==> src/design/sgrp_pkg.sv <==
`timescale 1ns / 1ps
// shared types, widths and codes of the surface grid record parser
package sgrp_pkg;

    localparam int WORD_W  = 32;
    localparam int FIELD_W = 4;
    localparam int POS_W   = 24;
    localparam int ERR_W   = 3;
    localparam int KIND_W  = 2;
    localparam int HCNT_W  = 5;

    // default limit on the number of grid cells
    localparam int MAX_GRID_CELLS_DEF = 16777216;

    // result queue depth, room for two results of one request plus slack
    localparam int QUEUE_DEPTH = 4;

    localparam logic signed [WORD_W-1:0] HEADER_ID_RESET = -32'sd996;

    // framing constants of the header records
    localparam logic [WORD_W-1:0] REC1_LEN = 32'd32;
    localparam logic [WORD_W-1:0] REC2_LEN = 32'd16;
    localparam logic [WORD_W-1:0] REC3_LEN = 32'd28;

    typedef enum logic [KIND_W-1:0] {
        KIND_FIELD = 2'd0,
        KIND_VALUE = 2'd1,
        KIND_DONE  = 2'd2,
        KIND_ERROR = 2'd3
    } kind_t;

    typedef enum logic [ERR_W-1:0] {
        ERR_NONE      = 3'd0,
        ERR_CHUNK     = 3'd1,
        ERR_TRAILER   = 3'd2,
        ERR_ID        = 3'd3,
        ERR_TRUNCATED = 3'd4,
        ERR_BLOCK     = 3'd5,
        ERR_GRID_SIZE = 3'd6,
        ERR_OVERRUN   = 3'd7
    } err_t;

    typedef struct packed {
        kind_t              kind;
        logic [FIELD_W-1:0] field_number;
        logic [POS_W-1:0]   position;
        logic [WORD_W-1:0]  value;
        err_t               error_code;
        logic               end_of_run;
    } result_t;

    // results produced by one request, first one in slot a
    typedef struct packed {
        logic [1:0] count;
        result_t    a;
        result_t    b;
    } push_t;

endpackage

==> src/design/sgrp_stream_if.sv <==
`timescale 1ns / 1ps
// stream interfaces for input words and parser results
interface sgrp_word_if;
    import sgrp_pkg::*;

    logic              valid;
    logic              ready;
    logic [WORD_W-1:0] word;
    logic              start_of_file;
    logic              last_word;

    modport source (output valid, word, start_of_file, last_word, input ready);
    modport sink   (input valid, word, start_of_file, last_word, output ready);
endinterface

interface sgrp_result_if;
    import sgrp_pkg::*;

    logic               valid;
    logic               ready;
    logic [KIND_W-1:0]  kind;
    logic [FIELD_W-1:0] field_number;
    logic [POS_W-1:0]   position;
    logic [WORD_W-1:0]  value;
    logic [ERR_W-1:0]   error_code;
    logic               end_of_run;

    modport source (output valid, kind, field_number, position, value, error_code,
                     end_of_run, input ready);
    modport sink   (input valid, kind, field_number, position, value, error_code,
                     end_of_run, output ready);
endinterface

==> src/design/sgrp_parser.sv <==
`timescale 1ns / 1ps
// parser state and per-word decode of header, record framing and grid values
module sgrp_parser #(
    parameter int MAX_GRID_CELLS = sgrp_pkg::MAX_GRID_CELLS_DEF
) (
    input  logic                          clk,
    input  logic                          rst_n,
    input  logic                          accept,
    input  logic [sgrp_pkg::WORD_W-1:0]   word,
    input  logic                          start_of_file,
    input  logic                          last_word,
    input  logic                          cfg_we,
    input  logic signed [sgrp_pkg::WORD_W-1:0] cfg_wdata,
    output sgrp_pkg::push_t               push
);
    import sgrp_pkg::*;

    localparam int CNT_W  = $clog2(MAX_GRID_CELLS + 2);
    localparam int PROD_W = 2 * CNT_W;
    localparam int Q_W    = WORD_W - 2;
    localparam int CMP_W  = (PROD_W > Q_W) ? PROD_W + 1 : Q_W + 2;

    typedef enum logic [2:0] {
        PH_HEADER  = 3'd0,
        PH_HEAD    = 3'd1,
        PH_VALUES  = 3'd2,
        PH_TRAILER = 3'd3,
        PH_DONE    = 3'd4,
        PH_ERROR   = 3'd5
    } phase_t;

    phase_t                    phase_reg, phase_next, phase_eff;
    logic [HCNT_W-1:0]         hcnt_reg, hcnt_next, hcnt_eff;
    logic [CNT_W-1:0]          rows_reg, rows_next, rows_eff;
    logic [CNT_W-1:0]          cols_reg, cols_next, cols_eff;
    logic [WORD_W-1:0]         rec_len_reg, rec_len_next;
    logic [Q_W-1:0]            left_reg, left_next, left_eff;
    logic [CNT_W-1:0]          cells_reg, cells_next, cells_eff;
    logic [CNT_W-1:0]          col_cnt_reg, col_cnt_next, col_cnt_eff;
    logic [CNT_W-1:0]          row_cnt_reg, row_cnt_next, row_cnt_eff;
    logic [CNT_W-1:0]          col_base_reg, col_base_next, col_base_eff;
    logic [PROD_W-1:0]         total_reg;
    logic signed [WORD_W-1:0]  header_id_reg;

    logic [WORD_W-1:0]         w;
    logic [Q_W-1:0]            q;
    logic [CNT_W-1:0]          sat_w;
    logic [CNT_W-1:0]          col_inc;
    logic                      size_bad;
    result_t                   res [2];
    logic [1:0]                n;

    assign w     = {word[7:0], word[15:8], word[23:16], word[31:24]};
    assign q     = w[WORD_W-1:2];
    assign sat_w = (w > WORD_W'(MAX_GRID_CELLS)) ? CNT_W'(MAX_GRID_CELLS + 1) : CNT_W'(w);

    // a new file clears the parser before its first word is decoded
    always_comb
    begin
        if (start_of_file)
        begin
            phase_eff    = PH_HEADER;
            hcnt_eff     = '0;
            rows_eff     = '0;
            cols_eff     = '0;
            left_eff     = '0;
            cells_eff    = '0;
            col_cnt_eff  = '0;
            row_cnt_eff  = '0;
            col_base_eff = '0;
        end
        else
        begin
            phase_eff    = phase_reg;
            hcnt_eff     = hcnt_reg;
            rows_eff     = rows_reg;
            cols_eff     = cols_reg;
            left_eff     = left_reg;
            cells_eff    = cells_reg;
            col_cnt_eff  = col_cnt_reg;
            row_cnt_eff  = row_cnt_reg;
            col_base_eff = col_base_reg;
        end
    end

    assign size_bad = (rows_reg > CNT_W'(MAX_GRID_CELLS)) || (cols_reg > CNT_W'(MAX_GRID_CELLS)) ||
                      (total_reg > PROD_W'(MAX_GRID_CELLS));
    assign col_inc  = col_cnt_eff + 1'b1;

    always_comb
    begin
        phase_next    = phase_eff;
        hcnt_next     = hcnt_eff;
        rows_next     = rows_eff;
        cols_next     = cols_eff;
        rec_len_next  = rec_len_reg;
        left_next     = left_eff;
        cells_next    = cells_eff;
        col_cnt_next  = col_cnt_eff;
        row_cnt_next  = row_cnt_eff;
        col_base_next = col_base_eff;
        res[0]        = '0;
        res[1]        = '0;
        n             = 2'd0;

        case (phase_eff)
            PH_HEADER:
            begin
                hcnt_next = hcnt_eff + 1'b1;
                if (hcnt_eff == 5'd0)
                begin
                    if (w != REC1_LEN)
                    begin
                        res[0].kind = KIND_ERROR; res[0].error_code = ERR_CHUNK;
                    end
                end
                else if (hcnt_eff == 5'd1)
                begin
                    if (w != $unsigned(header_id_reg))
                    begin
                        res[0].kind = KIND_ERROR; res[0].error_code = ERR_ID;
                    end
                end
                else if (hcnt_eff inside {[5'd2:5'd8]})
                begin
                    if (hcnt_eff == 5'd2)
                        rows_next = sat_w;
                    res[0].kind         = KIND_FIELD;
                    res[0].field_number = FIELD_W'(hcnt_eff - 5'd2);
                    res[0].value        = w;
                end
                else if (hcnt_eff == 5'd9)
                begin
                    if (w != REC1_LEN)
                    begin
                        res[0].kind = KIND_ERROR; res[0].error_code = ERR_TRAILER;
                    end
                end
                else if (hcnt_eff == 5'd10)
                begin
                    if (w != REC2_LEN)
                    begin
                        res[0].kind = KIND_ERROR; res[0].error_code = ERR_CHUNK;
                    end
                end
                else if (hcnt_eff inside {[5'd11:5'd14]})
                begin
                    if (hcnt_eff == 5'd11)
                        cols_next = sat_w;
                    res[0].kind         = KIND_FIELD;
                    res[0].field_number = FIELD_W'(hcnt_eff - 5'd4);
                    res[0].value        = w;
                end
                else if (hcnt_eff == 5'd15)
                begin
                    if (w != REC2_LEN)
                    begin
                        res[0].kind = KIND_ERROR; res[0].error_code = ERR_TRAILER;
                    end
                end
                else if (hcnt_eff == 5'd16)
                begin
                    if (w != REC3_LEN)
                    begin
                        res[0].kind = KIND_ERROR; res[0].error_code = ERR_CHUNK;
                    end
                end
                else if (hcnt_eff >= 5'd24)
                begin
                    hcnt_next = hcnt_eff;
                    if (w != REC3_LEN)
                    begin
                        res[0].kind = KIND_ERROR; res[0].error_code = ERR_TRAILER;
                    end
                    else if (size_bad)
                    begin
                        res[0].kind = KIND_ERROR; res[0].error_code = ERR_GRID_SIZE;
                    end
                    else if (total_reg == '0)
                    begin
                        res[0].kind = KIND_DONE;
                        phase_next  = PH_DONE;
                    end
                    else
                        phase_next = PH_HEAD;
                end
                if (res[0].kind == KIND_ERROR)
                begin
                    phase_next = PH_ERROR;
                    hcnt_next  = hcnt_eff;
                end
                // one result for errors, done and field words; framing words leave kind at its zero default
                if (res[0].kind == KIND_ERROR || res[0].kind == KIND_DONE ||
                    (res[0].kind == KIND_FIELD &&
                     (hcnt_eff inside {[5'd2:5'd8], [5'd11:5'd14]})))
                    n = 2'd1;
            end
            PH_HEAD:
            begin
                if (w[WORD_W-1])
                begin
                    res[0].kind = KIND_ERROR; res[0].error_code = ERR_CHUNK;
                    phase_next  = PH_ERROR;
                    n           = 2'd1;
                end
                else if ((CMP_W'(cells_eff) + CMP_W'(q)) > CMP_W'(total_reg))
                begin
                    res[0].kind = KIND_ERROR; res[0].error_code = ERR_OVERRUN;
                    phase_next  = PH_ERROR;
                    n           = 2'd1;
                end
                else
                begin
                    rec_len_next = w;
                    left_next    = q;
                    phase_next   = (q != '0) ? PH_VALUES : PH_TRAILER;
                end
            end
            PH_VALUES:
            begin
                res[0].kind     = KIND_VALUE;
                res[0].position = POS_W'(row_cnt_eff + col_base_eff);
                res[0].value    = w;
                n               = 2'd1;
                cells_next      = cells_eff + 1'b1;
                if (col_inc >= cols_eff)
                begin
                    col_cnt_next  = '0;
                    col_base_next = '0;
                    row_cnt_next  = row_cnt_eff + 1'b1;
                end
                else
                begin
                    col_cnt_next  = col_inc;
                    col_base_next = col_base_eff + rows_eff;
                end
                left_next = left_eff - 1'b1;
                if (left_eff == Q_W'(1))
                    phase_next = PH_TRAILER;
            end
            PH_TRAILER:
            begin
                if (w != rec_len_reg)
                begin
                    res[0].kind = KIND_ERROR; res[0].error_code = ERR_BLOCK;
                    phase_next  = PH_ERROR;
                    n           = 2'd1;
                end
                else if (CMP_W'(cells_eff) >= CMP_W'(total_reg))
                begin
                    res[0].kind = KIND_DONE;
                    phase_next  = PH_DONE;
                    n           = 2'd1;
                end
                else
                    phase_next = PH_HEAD;
            end
            default:
            begin
                phase_next = phase_eff;
            end
        endcase

        // buffer ends before the file is complete
        if (last_word && phase_next != PH_DONE && phase_next != PH_ERROR)
        begin
            phase_next = PH_ERROR;
            if (n == 2'd0)
            begin
                res[0].kind = KIND_ERROR; res[0].error_code = ERR_TRUNCATED;
            end
            else
            begin
                res[1].kind = KIND_ERROR; res[1].error_code = ERR_TRUNCATED;
            end
            n = n + 2'd1;
        end

        if (n == 2'd1)
            res[0].end_of_run = 1'b1;
        else if (n == 2'd2)
            res[1].end_of_run = 1'b1;
    end

    assign push.count = accept ? n : 2'd0;
    assign push.a     = res[0];
    assign push.b     = res[1];

    always_ff @(posedge clk or negedge rst_n)
    begin
        if (!rst_n)
        begin
            phase_reg     <= PH_HEADER;
            hcnt_reg      <= '0;
            rows_reg      <= '0;
            cols_reg      <= '0;
            rec_len_reg   <= '0;
            left_reg      <= '0;
            cells_reg     <= '0;
            col_cnt_reg   <= '0;
            row_cnt_reg   <= '0;
            col_base_reg  <= '0;
            total_reg     <= '0;
            header_id_reg <= HEADER_ID_RESET;
        end
        else
        begin
            // product is registered from the size registers, long before the header ends
            total_reg <= PROD_W'(rows_reg) * PROD_W'(cols_reg);
            if (cfg_we)
                header_id_reg <= cfg_wdata;
            if (accept)
            begin
                phase_reg    <= phase_next;
                hcnt_reg     <= hcnt_next;
                rows_reg     <= rows_next;
                cols_reg     <= cols_next;
                rec_len_reg  <= rec_len_next;
                left_reg     <= left_next;
                cells_reg    <= cells_next;
                col_cnt_reg  <= col_cnt_next;
                row_cnt_reg  <= row_cnt_next;
                col_base_reg <= col_base_next;
            end
        end
    end

endmodule

==> src/design/sgrp_result_queue.sv <==
`timescale 1ns / 1ps
// small result queue, up to two pushes and one pop per cycle
module sgrp_result_queue (
    input  logic            clk,
    input  logic            rst_n,
    input  sgrp_pkg::push_t push,
    output logic            space,
    sgrp_result_if.source   results
);
    import sgrp_pkg::*;

    localparam int PTR_W = $clog2(QUEUE_DEPTH);
    localparam int CNT_W = $clog2(QUEUE_DEPTH + 1);

    result_t            entry_reg [QUEUE_DEPTH];
    logic [PTR_W-1:0]   wr_ptr_reg, rd_ptr_reg;
    logic [CNT_W-1:0]   count_reg;
    logic               pop;
    result_t            head;

    assign pop   = results.valid && results.ready;
    assign space = count_reg <= CNT_W'(QUEUE_DEPTH - 2);
    assign head  = entry_reg[rd_ptr_reg];

    assign results.valid        = count_reg != '0;
    assign results.kind         = head.kind;
    assign results.field_number = head.field_number;
    assign results.position     = head.position;
    assign results.value        = head.value;
    assign results.error_code   = head.error_code;
    assign results.end_of_run   = head.end_of_run;

    always_ff @(posedge clk or negedge rst_n)
    begin
        if (!rst_n)
        begin
            wr_ptr_reg <= '0;
            rd_ptr_reg <= '0;
            count_reg  <= '0;
        end
        else
        begin
            if (push.count != 2'd0)
                entry_reg[wr_ptr_reg] <= push.a;
            if (push.count == 2'd2)
                entry_reg[PTR_W'(wr_ptr_reg + 1'b1)] <= push.b;
            wr_ptr_reg <= wr_ptr_reg + PTR_W'(push.count);
            if (pop)
                rd_ptr_reg <= rd_ptr_reg + 1'b1;
            count_reg <= count_reg + CNT_W'(push.count) - CNT_W'(pop);
        end
    end

endmodule

==> src/design/surface_grid_record_parser_top.sv <==
`timescale 1ns / 1ps
// top level of the surface grid record parser
//
//  channel   dir  handshake      payload
//  words     in   valid/ready    word, start_of_file, last_word
//  results   out  valid/ready    kind, field_number, position, value, error_code, end_of_run
//  cfg       in   cfg_we         cfg_wdata (expected header identifier)
//
// one word request is taken every cycle while the queue has room; each word is decoded
// in the cycle it is taken and its results, none, one or two, land in a four-entry
// queue. words.ready drops only while the queue holds more than two results, so
// output stalls back up into the input. rst_n clears the parser to the header phase
// and empties the queue; start_of_file clears it for a new file.
module surface_grid_record_parser_top #(
    parameter int MAX_GRID_CELLS = sgrp_pkg::MAX_GRID_CELLS_DEF
) (
    input  logic                               clk,
    input  logic                               rst_n,
    sgrp_word_if.sink                          words,
    sgrp_result_if.source                      results,
    input  logic                               cfg_we,
    input  logic signed [sgrp_pkg::WORD_W-1:0] cfg_wdata
);
    import sgrp_pkg::*;

    push_t push;
    logic  space;
    logic  accept;

    // accept only with room for the worst case of two results
    assign words.ready = space;
    assign accept      = words.valid && words.ready;

    sgrp_parser #(
        .MAX_GRID_CELLS (MAX_GRID_CELLS)
    ) u_parser (
        .clk           (clk),
        .rst_n         (rst_n),
        .accept        (accept),
        .word          (words.word),
        .start_of_file (words.start_of_file),
        .last_word     (words.last_word),
        .cfg_we        (cfg_we),
        .cfg_wdata     (cfg_wdata),
        .push          (push)
    );

    sgrp_result_queue u_queue (
        .clk     (clk),
        .rst_n   (rst_n),
        .push    (push),
        .space   (space),
        .results (results)
    );

endmodule

==> src/flat_wrapper.sv <==
// flat-port wrapper written by rule: the top's interface ports become plain ports
module surface_grid_record_parser_top_flat import sgrp_pkg::*;
#(
    parameter int MAX_GRID_CELLS = sgrp_pkg::MAX_GRID_CELLS_DEF
)
  (clk, rst_n, cfg_we, cfg_wdata, words_valid, words_word, words_start_of_file, words_last_word, words_ready, results_valid, results_kind, results_field_number, results_position, results_value, results_error_code, results_end_of_run, results_ready);
  sgrp_word_if words_i ();
  sgrp_result_if results_i ();
  input  logic clk;
  input  logic rst_n;
  input  logic cfg_we;
  input  logic signed [sgrp_pkg::WORD_W-1:0] cfg_wdata;
  input wire logic [$bits(words_i.valid)-1:0] words_valid;
  input wire logic [$bits(words_i.word)-1:0] words_word;
  input wire logic [$bits(words_i.start_of_file)-1:0] words_start_of_file;
  input wire logic [$bits(words_i.last_word)-1:0] words_last_word;
  output wire logic [$bits(words_i.ready)-1:0] words_ready;
  output wire logic [$bits(results_i.valid)-1:0] results_valid;
  output wire logic [$bits(results_i.kind)-1:0] results_kind;
  output wire logic [$bits(results_i.field_number)-1:0] results_field_number;
  output wire logic [$bits(results_i.position)-1:0] results_position;
  output wire logic [$bits(results_i.value)-1:0] results_value;
  output wire logic [$bits(results_i.error_code)-1:0] results_error_code;
  output wire logic [$bits(results_i.end_of_run)-1:0] results_end_of_run;
  input wire logic [$bits(results_i.ready)-1:0] results_ready;
  assign words_i.valid = words_valid;
  assign words_i.word = words_word;
  assign words_i.start_of_file = words_start_of_file;
  assign words_i.last_word = words_last_word;
  assign words_ready = words_i.ready;
  assign results_valid = results_i.valid;
  assign results_kind = results_i.kind;
  assign results_field_number = results_i.field_number;
  assign results_position = results_i.position;
  assign results_value = results_i.value;
  assign results_error_code = results_i.error_code;
  assign results_end_of_run = results_i.end_of_run;
  assign results_i.ready = results_ready;
  surface_grid_record_parser_top #(.MAX_GRID_CELLS(MAX_GRID_CELLS)) u_core (.clk(clk), .rst_n(rst_n), .words(words_i), .results(results_i), .cfg_we(cfg_we), .cfg_wdata(cfg_wdata));
endmodule
==> config.mk <==
export PLATFORM = sky130hd
export DESIGN_NAME = surface_grid_record_parser_top_flat
export DESIGN_NICKNAME = d
export VERILOG_FILES = /design/src/design/sgrp_pkg.sv /design/src/design/sgrp_stream_if.sv /design/src/design/sgrp_parser.sv /design/src/design/sgrp_result_queue.sv /design/src/design/surface_grid_record_parser_top.sv /design/src/flat_wrapper.sv
export SDC_FILE = /design/constraint.sdc
export NUM_CORES = 2
export LEC_CHECK = 0
export ABC_AREA = 1
export ABC_CLOCK_PERIOD_IN_PS = 17000
export BUFFER_PORTS_ARGS = -buffer_cell sky130_fd_sc_hd__buf_2
export CAP_MARGIN = 20
export CORE_UTILIZATION = 37
export DETAILED_ROUTE_END_ITERATION = 8
export GPL_ROUTABILITY_DRIVEN = 0
export PLACE_DENSITY = 0.59
export SYNTH_ARGS = -nofsm -noshare
export SYNTH_HDL_FRONTEND = slang
export SYNTH_HIERARCHICAL = 1
export SYNTH_SLANG_ARGS = --single-unit
==> constraint.sdc <==
create_clock -name clk -period 17 [get_ports clk]
set_input_delay 1.7 -clock clk [delete_from_list [all_inputs] [get_ports clk]]
set_output_delay 1.7 -clock clk [all_outputs]
set_load 0.03 [all_outputs]
### After elaboration in Yosys (flattened, before gate mapping)

Memory sizes are Yosys's and may differ from the RTL's.
Index checks and enable logic that the tools add are counted.

* bits in registers: 308
* RAM bits: 264
* input port bits: 71
* output and inout port bits: 68
* word-level logic and storage cells: 239
* memories kept: 1

* add/subtract/negate cells: 16
* multiply operators: 1
* order comparisons: 13
* eq/ne operators: 23
* multiplexer cells: 145
* bitwise gates (word level): 2
* reduce and logical (&&, ||, !) cells: 23

Memory list
* u_core.u_queue.entry_reg: depth 4, width 66, read ports 1, clocked after memory_dff 0, write ports 2, line sgrp_result_queue.sv:15 `result_t entry_reg [QUEUE_DEPTH];`

Operators with widths (number)
* $mux W25: 27
* $mux W32: 6
* $mux W3: 38
* $mux W30: 3
* $add A25 B1 Y25 const B: 3
* $ne A32 B5 Y1 const B: 2
* $pmux W32 S2: 1
* $mux W5: 12
* $pmux W30 S2: 1
* $mux W2: 29
* $ge A25 B50 Y1: 1
* $gt A25 B25 Y1 const B: 2
* $gt A31 B50 Y1: 1
* $gt A50 B25 Y1 const B: 1
* $logic_not A50 Y1: 1
* $mul A25 B25 Y50: 1
* $gt A32 B25 Y1 const B: 1
* $ne A32 B31 Y1: 1
* $ne A32 B32 Y1: 1
* $ne A32 B6 Y1 const B: 1
* $add A25 B30 Y31: 1
* $eq A30 B1 Y1 const B: 1
* $reduce_bool A30 Y1: 1
* $sub A30 B1 Y30 const B: 1
* other kinds (41): 86

### Logic depth before layout (Yosys ltp)

* depth after elaboration: 27
* mapped depth: 49
* gate-level depth less buffers: 47

### Modules after synthesis

The synthesis kept the hierarchy.

By module, submodules not included
* sgrp_parser: times used 1, cells each 6015, area an instance 44516.4 um^2
* sgrp_result_queue: times used 1, cells each 1782, area an instance 14436.3 um^2
* surface_grid_record_parser_top: times used 1, cells each 2, area an instance 7.5 um^2

### Least setup slack after synthesis

OpenSTA, ideal clock, no wires.

* path type: input to register
* start: input words_start_of_file
* end: memory u_core/u_queue/entry_reg[0][0] in the netlist's numbering (enable)
* library setup time: 426 ps
* arrival time: 8745 ps
* required time: 16574 ps
* path slack: 7829 ps
* stages on the path: 44
* buffers on the path: 9
* cell sequence: buf_6 buf_6 buf_2 buf_2 buf_2 buf_2 buf_2 nor2_1 ha_1 a21oi_1 o21ai_0 a21oi_2 inv_1 nand2_1 nand2_1 a21oi_2 inv_1 nand3_1 (+8 left out) nand2_1 nand2_1 nand2_1 inv_1 nand2_2 nand3_1 o21ai_0 nand2_1 nand2_1 inv_1 ha_1 nand2_1 inv_1 nor2_2 nand2_1 buf_2 buf_2 nand2_1

RTL lines
* start, declared: line flat_wrapper.sv:15 `input wire logic [$bits(words_i.start_of_file)-1:0] words_start_of_file;`
* end, declared: line sgrp_result_queue.sv:15

==> run metrics <==
initial antenna violation count=2; largest fanout on the critical path=67; vias in the first global route=50300; grt met3 use=0.0298; setup TNS=0 ps; cell mode on critical path=nand2_1; Multi-input gate area=36500 um^2; root buf cell=clkbuf_16; Comb pwr share=0.503; critical path type=input port to flop; sequential share of the synthesized area=0.265; top post-synthesis cells by count=nand2_1 (2089), inv_1 (1320), nor2_1 (650), fa_1 (530), nand3_1 (419); Synth area leaders=fa_1 (18%), edfxtp_1 (13%), nand2_1 (13%); met2 usage=0.371; global-route track usage on met1=0.306; die area=around 160000 um^2; Pleak=between 30 and 40 nW; Post-CTS Resized=0; HPWL Detailed=128000 um; Skew-Pair Late Insertion Delay=approximately 670 ps; Post-CTS Setup Inserts=0; count leader, synth=nand2_1; fmax=between 90 and 100 MHz; design internal power=3.46 mW; max incr delay on CP=880 ps; clk_skew=37.7 ps; via count=approximately 51000; FILL cells=~16000; Final Hold Vio Count=0; Final setup viols=0; fin area=roughly 63000 um^2; asr flop ratio synth=0.537; Max-cap violations=0; DRT Pass-1 Iters=6; CTS tree=yes; Worst R2R End=u_core/u_queue/entry_reg[0][7]; flops & latches, synth=between 500 and 600; Net Sw Frac=0.488; RSZ-0062 raised after global routing=no; normalized max-slew margin=0.229; area delta synth->final=7.64%; clk slew on worst S/H paths=60 ps; Startpoint Class=input port; worst r2r src=u_core/u_parser/cells_reg[0]; Yosys warning count=6; hold depth=2; worst hold slack=482 ps; setup ws final=6970 ps; Horiz. Die Dim=roughly 400 um; Power Dens Cells=107 nW/um^2; Psw=3.30 mW; number of synthesized flops with an enable pin=~260; most common flop cell mapped by yosys=dfrtp_1; CTS Hold Buffers Added=0; first-pass GRT wire length=289000 um; core area=158000 um^2; chip height=~400 um; Placement Rows=146; final WL=185000 um; Initial Util=0.373; drt wl/cell=18.8 um; Yosys cell types=75; Critical Path End Type=flop; grt total ovfl=0; global routing's busiest layer=met2; via density per instance=5.20; Final period util=0.590; Bufs on Longest Clock Path=3; Slowest cell on crit path=buf_4; Seq pwr share=0.275; Cell Area, Synth=a little under 60000 um^2; arrival time worst endpoint=10290 ps; hold path endpoint=u_core/u_parser/row_cnt_reg[14]; Mapped Cells=7799; path depth of the worst reg2reg path=between 40 and 50; share of layout cells above drive strength 1=0.0657; VDD IR max=120 uV; minimum clock period=10030 ps; Residual DRC=0; R2R setup slack=8190 ps; Slew Viols, Final=0; Avg Cell Area, Syn=7.56 um^2; Worst Max-Slew Pin Slew=between 1000 and 1500 ps; final total power=6.76 mW; remaining antenna violation count=0; TritonCTS buffer count=69; pre-CTS WS=6510 ps; # H-tree levels=3; layout net count=8653; Min-Delay Startpoint=u_core/u_parser/row_cnt_reg[14]; Total GRT Usage=0.228; Hold Crit Class=flop to flop; power share of the clock group=0.222; max reg flops=264; PortBufs=138; Req. time, crit path=roughly 17000 ps; Iteration-0 DRC Markers=4467; Synth area leader=fa_1; clock sink count=570; FF+latch area=15600 um^2; Yosys top cell area share=0.180; status=complete, no violations; # IOs=about 140; largest net degree at the start of global routing=126; CP Launch Point=words_start_of_file; dpl cell area=61100 um^2
==> final cells by class <==
| class | count | share of cell area |
|---|---|---|
| tap | 2072 | 0.0408 |
| sequential | 570 | 0.246 |
| clock inverter | 44 | 0.00722 |
| inverter | 1344 | 0.0797 |
| clock buffer | 84 | 0.0290 |
| antenna | 1 | 0.0000394 |
| multi-input combinational | 5492 | 0.575 |
| timing repair buffer | 226 | 0.0222 |
==> worst max-delay path by stage <==
stage	end	cells after the start
after global placement	u_core/u_queue/entry_reg[0][44]	46
after CTS	u_core/u_queue/entry_reg[0][35]	45
after global routing	u_core/u_queue/entry_reg[0][17]	46
final	u_core/u_queue/entry_reg[0][7]	45
after detailed placement	u_core/u_queue/entry_reg[0][44]	45
after floorplan	u_core/u_queue/entry_reg[0][0]	44
==> placed cells by master (no fill, tap or decap), drive strengths merged, types with 4 or more instances in the layout <==
cell type and n:
a211oi 7, a21boi 6, a21o 5, a21oi 311, a22oi 47, a31oi 21
and2 4, buf 226, bufinv 4, clkbuf 84, clkinv 37, conb 62
dfrtp 281, dfstp 25, edfxtp 264, fa 530, ha 349, inv 1345
mux2 25, nand2 2103, nand3 425, nand4 63, nor2 681, nor3 65
nor3b 5, nor4 28, o211ai 19, o21a 13, o21ai 411, o21bai 8
o221ai 22, o22ai 44, or2 14, xnor2 73, xor2 132
==> critical path, delay by kind of cell <==
kind                       cells  cell delay (ps)
adders and majority gates      4             1120
buffers and inverters          9             2370
AOI/OAI and AO/OA              5              880
xor gates and xnor gates       1              160
and+or+nand+nor               26             3950
==> metal layers <==
metal | routed length, um | up-vias
li1 | - | 24000
met1 | 79200 | 24800
met2 | 85000 | 1914
met3 | 13100 | 344
met4 | 7150 | 2
met5 | 13 | -
==> cells by family (layout without fill, tap and decap cells) <==
group,count (synthesis),count (layout),share of synthesized area
other,1,63,0.0000636
multiplexers,25,25,0.00477
AO/OA/AOI/OAI,926,926,0.0872
buffers and inverters,1798,1698,0.122
XOR/XNOR,205,205,0.0305
flip-flops,570,570,0.265
AND/OR/NAND/NOR,3395,3395,0.237
adder cells (fa/ha/maj),879,879,0.254
==> stage by stage <==
| step | utilization | std cells |
|---|---|---|
| 6_report | 0.401 | 9833 |
| 5_1_grt | 0.401 | 9832 |
| 4_1_cts | 0.401 | 9830 |
| 3_5_place_dp | 0.386 | 9702 |
| 3_3_place_gp | 0.386 | 9702 |
| 2_1_floorplan | - | 7860 |
==> power groups by stage <==
stage          clock [mW]  sequential [mW]  combinational [mW]
2_1_floorplan           0             1.83                2.30
3_3_place_gp            0             1.88                3.33
3_5_place_dp            0             1.88                3.37
4_1_cts              1.54             1.86                3.38
5_1_grt              1.59             1.89                3.74
6_report             1.50             1.86                3.40
Note: power is estimated with default switching activity, not from simulation.
